<file path="src/rtl/assert_macros.svh">
// assertion helpers, switched off for synthesis
`ifndef ASSERT_MACROS_SVH
`define ASSERT_MACROS_SVH

`ifndef SYNTHESIS

// same-cycle implication
`define ASSERT_IMPLIES(label, clk, rst, ante, cons) \
   label: assert property (@(posedge clk) disable iff (rst) (ante) |-> (cons)) \
      else $error("assertion failed");

// next-cycle implication
`define ASSERT_NEXT(label, clk, rst, ante, cons) \
   label: assert property (@(posedge clk) disable iff (rst) (ante) |=> (cons)) \
      else $error("assertion failed");

`else

`define ASSERT_IMPLIES(label, clk, rst, ante, cons)
`define ASSERT_NEXT(label, clk, rst, ante, cons)

`endif

`endif

</file>
<file path="src/rtl/hvt_pkg.sv">
package hvt_pkg;

   localparam int DataWidth     = 32;
   localparam int ElemCount     = 4;
   localparam int ProdWidth     = 2 * DataWidth;
   localparam int PairWidth     = ProdWidth + 1;
   localparam int SumWidth      = ProdWidth + 2;
   localparam int RegCount      = 8;
   localparam int RegSelWidth   = 3;
   localparam int CsrIndexWidth = 4;
   localparam int CsrDataWidth  = 64;

   // register indexes
   localparam logic [RegSelWidth-1:0] RegRow0Cols01 = 3'd0;
   localparam logic [RegSelWidth-1:0] RegRow0Cols23 = 3'd1;
   localparam logic [RegSelWidth-1:0] RegRow1Cols01 = 3'd2;
   localparam logic [RegSelWidth-1:0] RegRow1Cols23 = 3'd3;
   localparam logic [RegSelWidth-1:0] RegRow2Cols01 = 3'd4;
   localparam logic [RegSelWidth-1:0] RegRow2Cols23 = 3'd5;
   localparam logic [RegSelWidth-1:0] RegRow3Cols01 = 3'd6;
   localparam logic [RegSelWidth-1:0] RegRow3Cols23 = 3'd7;

   typedef logic signed [DataWidth-1:0] coord_type;
   typedef coord_type vec4_type [ElemCount];

   // stage advance enables shared by the lanes and the merge stage
   typedef struct packed {
      logic s1;
      logic s2;
      logic s3;
   } stage_en_type;

endpackage

</file>
<file path="src/rtl/hvt_merge.sv">
module hvt_merge
   import hvt_pkg::*;
(
   input  logic         clock,
   input  logic         reset,
   input  stage_en_type en,
   input  logic         valid,
   input  logic         last,
   input  vec4_type     rows,
   output logic         out_valid,
   output vec4_type     out_rows,
   output logic         out_last
);

   logic     valid_ff;
   vec4_type rows_ff;
   logic     last_ff;

   always_ff @(posedge clock) begin
      if (reset) begin
         valid_ff <= 1'b0;
      end else if (en.s3) begin
         valid_ff <= valid;
      end
   end

   always_ff @(posedge clock) begin
      if (en.s3) begin
         rows_ff <= rows;
         last_ff <= last;
      end
   end

   assign out_valid = valid_ff;
   assign out_rows  = rows_ff;
   assign out_last  = last_ff;

endmodule

</file>
<file path="config.mk">
export PLATFORM = sky130hd
export DESIGN_NAME = hvt_merge
export DESIGN_NICKNAME = d
export VERILOG_FILES = /design/src/rtl/assert_macros.svh /design/src/rtl/hvt_pkg.sv /design/src/rtl/hvt_merge.sv
export SDC_FILE = /design/constraint.sdc
export NUM_CORES = 1
export LEC_CHECK = 0
export ABC_AREA = 1
export ABC_CLOCK_PERIOD_IN_PS = 800
export BUFFER_PORTS_ARGS = -buffer_cell sky130_fd_sc_hd__buf_4
export CORE_ASPECT_RATIO = 1.25
export CORE_MARGIN = 5
export CORE_UTILIZATION = 28
export DETAILED_ROUTE_END_ITERATION = 6
export HOLD_SLACK_MARGIN = 0.08
export PLACE_DENSITY = 0.68
export SLEW_MARGIN = 20
export SYNTH_ARGS = -nofsm -noshare
export SYNTH_HDL_FRONTEND = slang
export SYNTH_SLANG_ARGS = --single-unit
</file>
<file path="constraint.sdc">
create_clock -name clock -period 0.8 [get_ports clock]
set_clock_uncertainty 0.05 [all_clocks]
set_input_delay 0.08 -clock clock [delete_from_list [all_inputs] [get_ports clock]]
set_output_delay 0.08 -clock clock [all_outputs]
set_load 0.01 [all_outputs]
</file>
==> results of run 1 <==
[through the flow]
stage | worst slack [ns] | hold WS [ns]
after global placement | -0.124 | 0.208
after floorplan | 0.152 | 0.129
after detailed placement | -0.134 | 0.209
[cell families after synthesis]
family | count (synthesis)
and+or+nand+nor | 4
buffers and inverters | 2
DFF | 130
==> qor.yml, run 1 <==
outcome:
  status: "aborted with a tool error"
  haltStage: "4_1_cts"
  stop_error: "[ERROR RSZ-0060] Max buffer count reached."
synthesis:
  ys_warn_count: 0
  syn_area_um2: 3920
  synth_top_cell_area_share: 0.989
  synth-edff-count: 129
  ys_types: 6
  syn_nets: 271
  synth_xor_area_frac: 0
  ys.flop_type: "edfxtp_1"
  synth_top_family_by_area: "simple AND/OR/NAND/NOR gates"
  synth_adder_area_share: 0
  synthCells: 136
  synth.most_common_cell: "edfxtp_1"
  yosysSeqAreaShare: 0.994
  synth.area.mux_share: 0
  synth-simple-area-share: 0.00447
  syn_area_per_cell_um2: 28.8
  yosysTopAreaCell: "edfxtp_1"
  synth-async-reset-ratio: 0
  synth-compound-area-share: 0
  synthTopCellsByCount: "edfxtp_1 (129), inv_1 (2), nand2_1 (2)"
  ys_ff_latch: 130
  synthTopCellsByArea: "edfxtp_1 (99%), dfxtp_1 (0.51%), inv_1 (0.19%)"
placed_design:
  gp_congestion: 0.750
  placed_cell_area_um2: 6220
  dp.final_hpwl_mm: 8.63
  dp.cells: 583
  io_buffers: 262
floorplan:
  rows: 48
  dieHeight_um: 142
  die_x_um: 116
  start_util: 0.285
  ioPinCount: 265
clock_network:
  cts.sinks: 130
  clockBufferDepth: 2
  cts_resized: 94
  cts_made_buffers: 17
  cts_root_buf: "clkbuf_16"
  cts_setup_buffers: 0
  hold_buffers: 124
  htreeDepth: 4
==> inputs of run 2 (changes only) <==
CORE_ASPECT_RATIO = default   (was 1.25)
CORE_UTILIZATION = 20   (was 28)
HOLD_SLACK_MARGIN = default   (was 0.08)
PLACE_DENSITY = default   (was 0.68)
PLACE_DENSITY_LB_ADDON = 0.15   (was default)
==> qor.yml, run 2 <==
grt:
  antenna_found_initial: 0
  gr-total-overflow: 0
  track_usage: 0.113
  grt_max_degree: 45
  grt_pass1_wl_mm: 18.9
  grt_pass1_vias: 3438
sta:
  fin_crit_ns: 1.08
  rsz0062_at_grt: "yes"
  setup_slack_ns: -0.278
  tightestPinTransition_ns: 0.255
  finalSetupViolations: 130
  max-slew-margin-rel: 0.830
  slew_violations: 0
  fmax_mhz: 927
  holdWs_ns: 0.0928
  finalCritPeriodShare: 1.35
  final_hold_viol_count: 0
  fin_setup_tns_ns: -32.51
synthesis:
  synthTopCellsByCount: "edfxtp_1 (129), inv_1 (2), nand2_1 (2)"
  syn_nets: 271
  synthTopCellsByArea: "edfxtp_1 (99%), dfxtp_1 (0.51%), inv_1 (0.19%)"
  syn_area_um2: 3920
  ys_types: 6
  ys_ff_latch: 130
  synthCells: 136
  synth-edff-count: 129
  ys.flop_type: "edfxtp_1"
  syn_area_per_cell_um2: 28.8
  yosysSeqAreaShare: 0.994
  yosysTopAreaCell: "edfxtp_1"
  ys_warn_count: 0
  synth-async-reset-ratio: 0
  synth.most_common_cell: "edfxtp_1"
  synth_top_cell_area_share: 0.989
layout:
  nets: 687
  final_common_cell: "buf_4"
  layout-drive-gt1-share: 0.527
  largest_reg_flops: 128
  fin_cells: 830
  layout_common_cells: "buf_4 (137), dlygate4sd3_1 (131), edfxtp_1 (129)"
  multi_input_area_um2: 17.5
  antenna_cells: 0
  synthToLayoutAreaGrowth_pct: 121
  design_area_um2: 8680
  utilization: 0.447
  ff_latch_area_um2: 3890
  fillCellCount: 1769
setup_path:
  cp_top_family: "flip-flops"
  worst-endpoint-arrival_ns: 0.95
  path_class: "register to primary output"
  crit_slowest_cell: "edfxtp_1"
  worst_ep_required_time_ns: 0.67
  cp-end-kind: "primary output"
  max_stage_delay_ns: 0.40
  worstPathCellList: "buf_6"
  startpoint_type: "register"
  cp_max_fo: 1
  worstPathBufferInverterCount: 1
routing:
  viasPerCell: 3.59
  drt_iter0_markers: 76
  routedWlPerCell_um: 15.6
  drc: 0
  detail-route-antenna-nets: 0
  first_pass_iters: 4
  vias: 2977
  wl_mm: 13.0
job:
  drv_cap: 0
floorplan:
  core_um2: 19400
  start_util: 0.202
  ioPinCount: 265
  die_area_um2: 22500
  die_x_um: 150
  rows: 51
  dieHeight_um: 150
power_and_ir_drop:
  pwr_density_cell_nw_per_um2: 2180
  p_leak_nw: 3.58
  vdd_drop_max_mv: 1.33
  power_mw: 18.9
clock_network:
  cts_tree: "yes"
  cts_made_buffers: 17
  htreeDepth: 4
  cts_root_buf: "clkbuf_16"
  cts.sinks: 130
  cts_setup_buffers: 0
  clockBufferDepth: 2
  clk_latency_ns: 0.40
  clk_pin_slew_ns: 0.06
outcome:
  violations: "negative setup slack"
  status: "finished, violations left"
placed_design:
  placed_cell_area_um2: 6280
  dp.cells: 667
  pre_cts_ws_ns: -0.114
  io_buffers: 262
  gp_congestion: 0.744
hold_path:
  hp-class: "primary input to register"
## run 2: cell counts after synthesis
No cell type changed its count.
## run 2: where the power goes
part           switching [mW]  total [mW]  internal (mW)
Combinational           0.888        2.64           1.75
Sequential              0.243        8.35           8.10
Clock                    3.02        7.96           4.94
## run 2: final cells by class
cell class	count	share of cell area
clock buffers	17	0.0490
clock inverters	15	0.0208
inverters	2	0.000865
multi-input cells	4	0.00202
flip-flops and latches	130	0.449
well taps	265	0.0382
repair buffers	397	0.440
## run 2: cell families after synthesis
| kind of cell | count (synthesis) | share of synthesized area |
|---|---|---|
| and+or+nand+nor | 4 | 0.00447 |
| DFF | 130 | 0.994 |
| buffers and inverters | 2 | 0.00192 |
## run 2: what timing repair did
| action | 4_1_cts | 5_1_grt |
|---|---|---|
| resized for setup | 102 | 25 |
| endpoints found under the hold margin | 130 | 0 |
| endpoints found under the setup margin | 130 | 130 |
| hold buffers | 131 | 0 |
## run 2: path summary, 6_finish.rpt
path | slack [ns] | from | depth (start not counted) | end
worst max-delay path | -0.28 | out_rows[28] | 1 | out_rows[28]
worst min-delay path | 0.09 | en[0] | 2 | out_rows[80]
worst max register to register | 0.15 | out_valid | 2 | out_valid
worst min register to register | 0.45 | out_valid | 2 | out_valid
## run 2: per-layer routing
layer,global-route usage,vias to the layer above,routed length (µm)
met5,0,-,0
met4,0.0380,0,190
met3,0.0566,14,1300
met2,0.196,144,7020
met1,0.120,1434,4460
li1,-,1385,-
(Power assumes the default switching activity.)
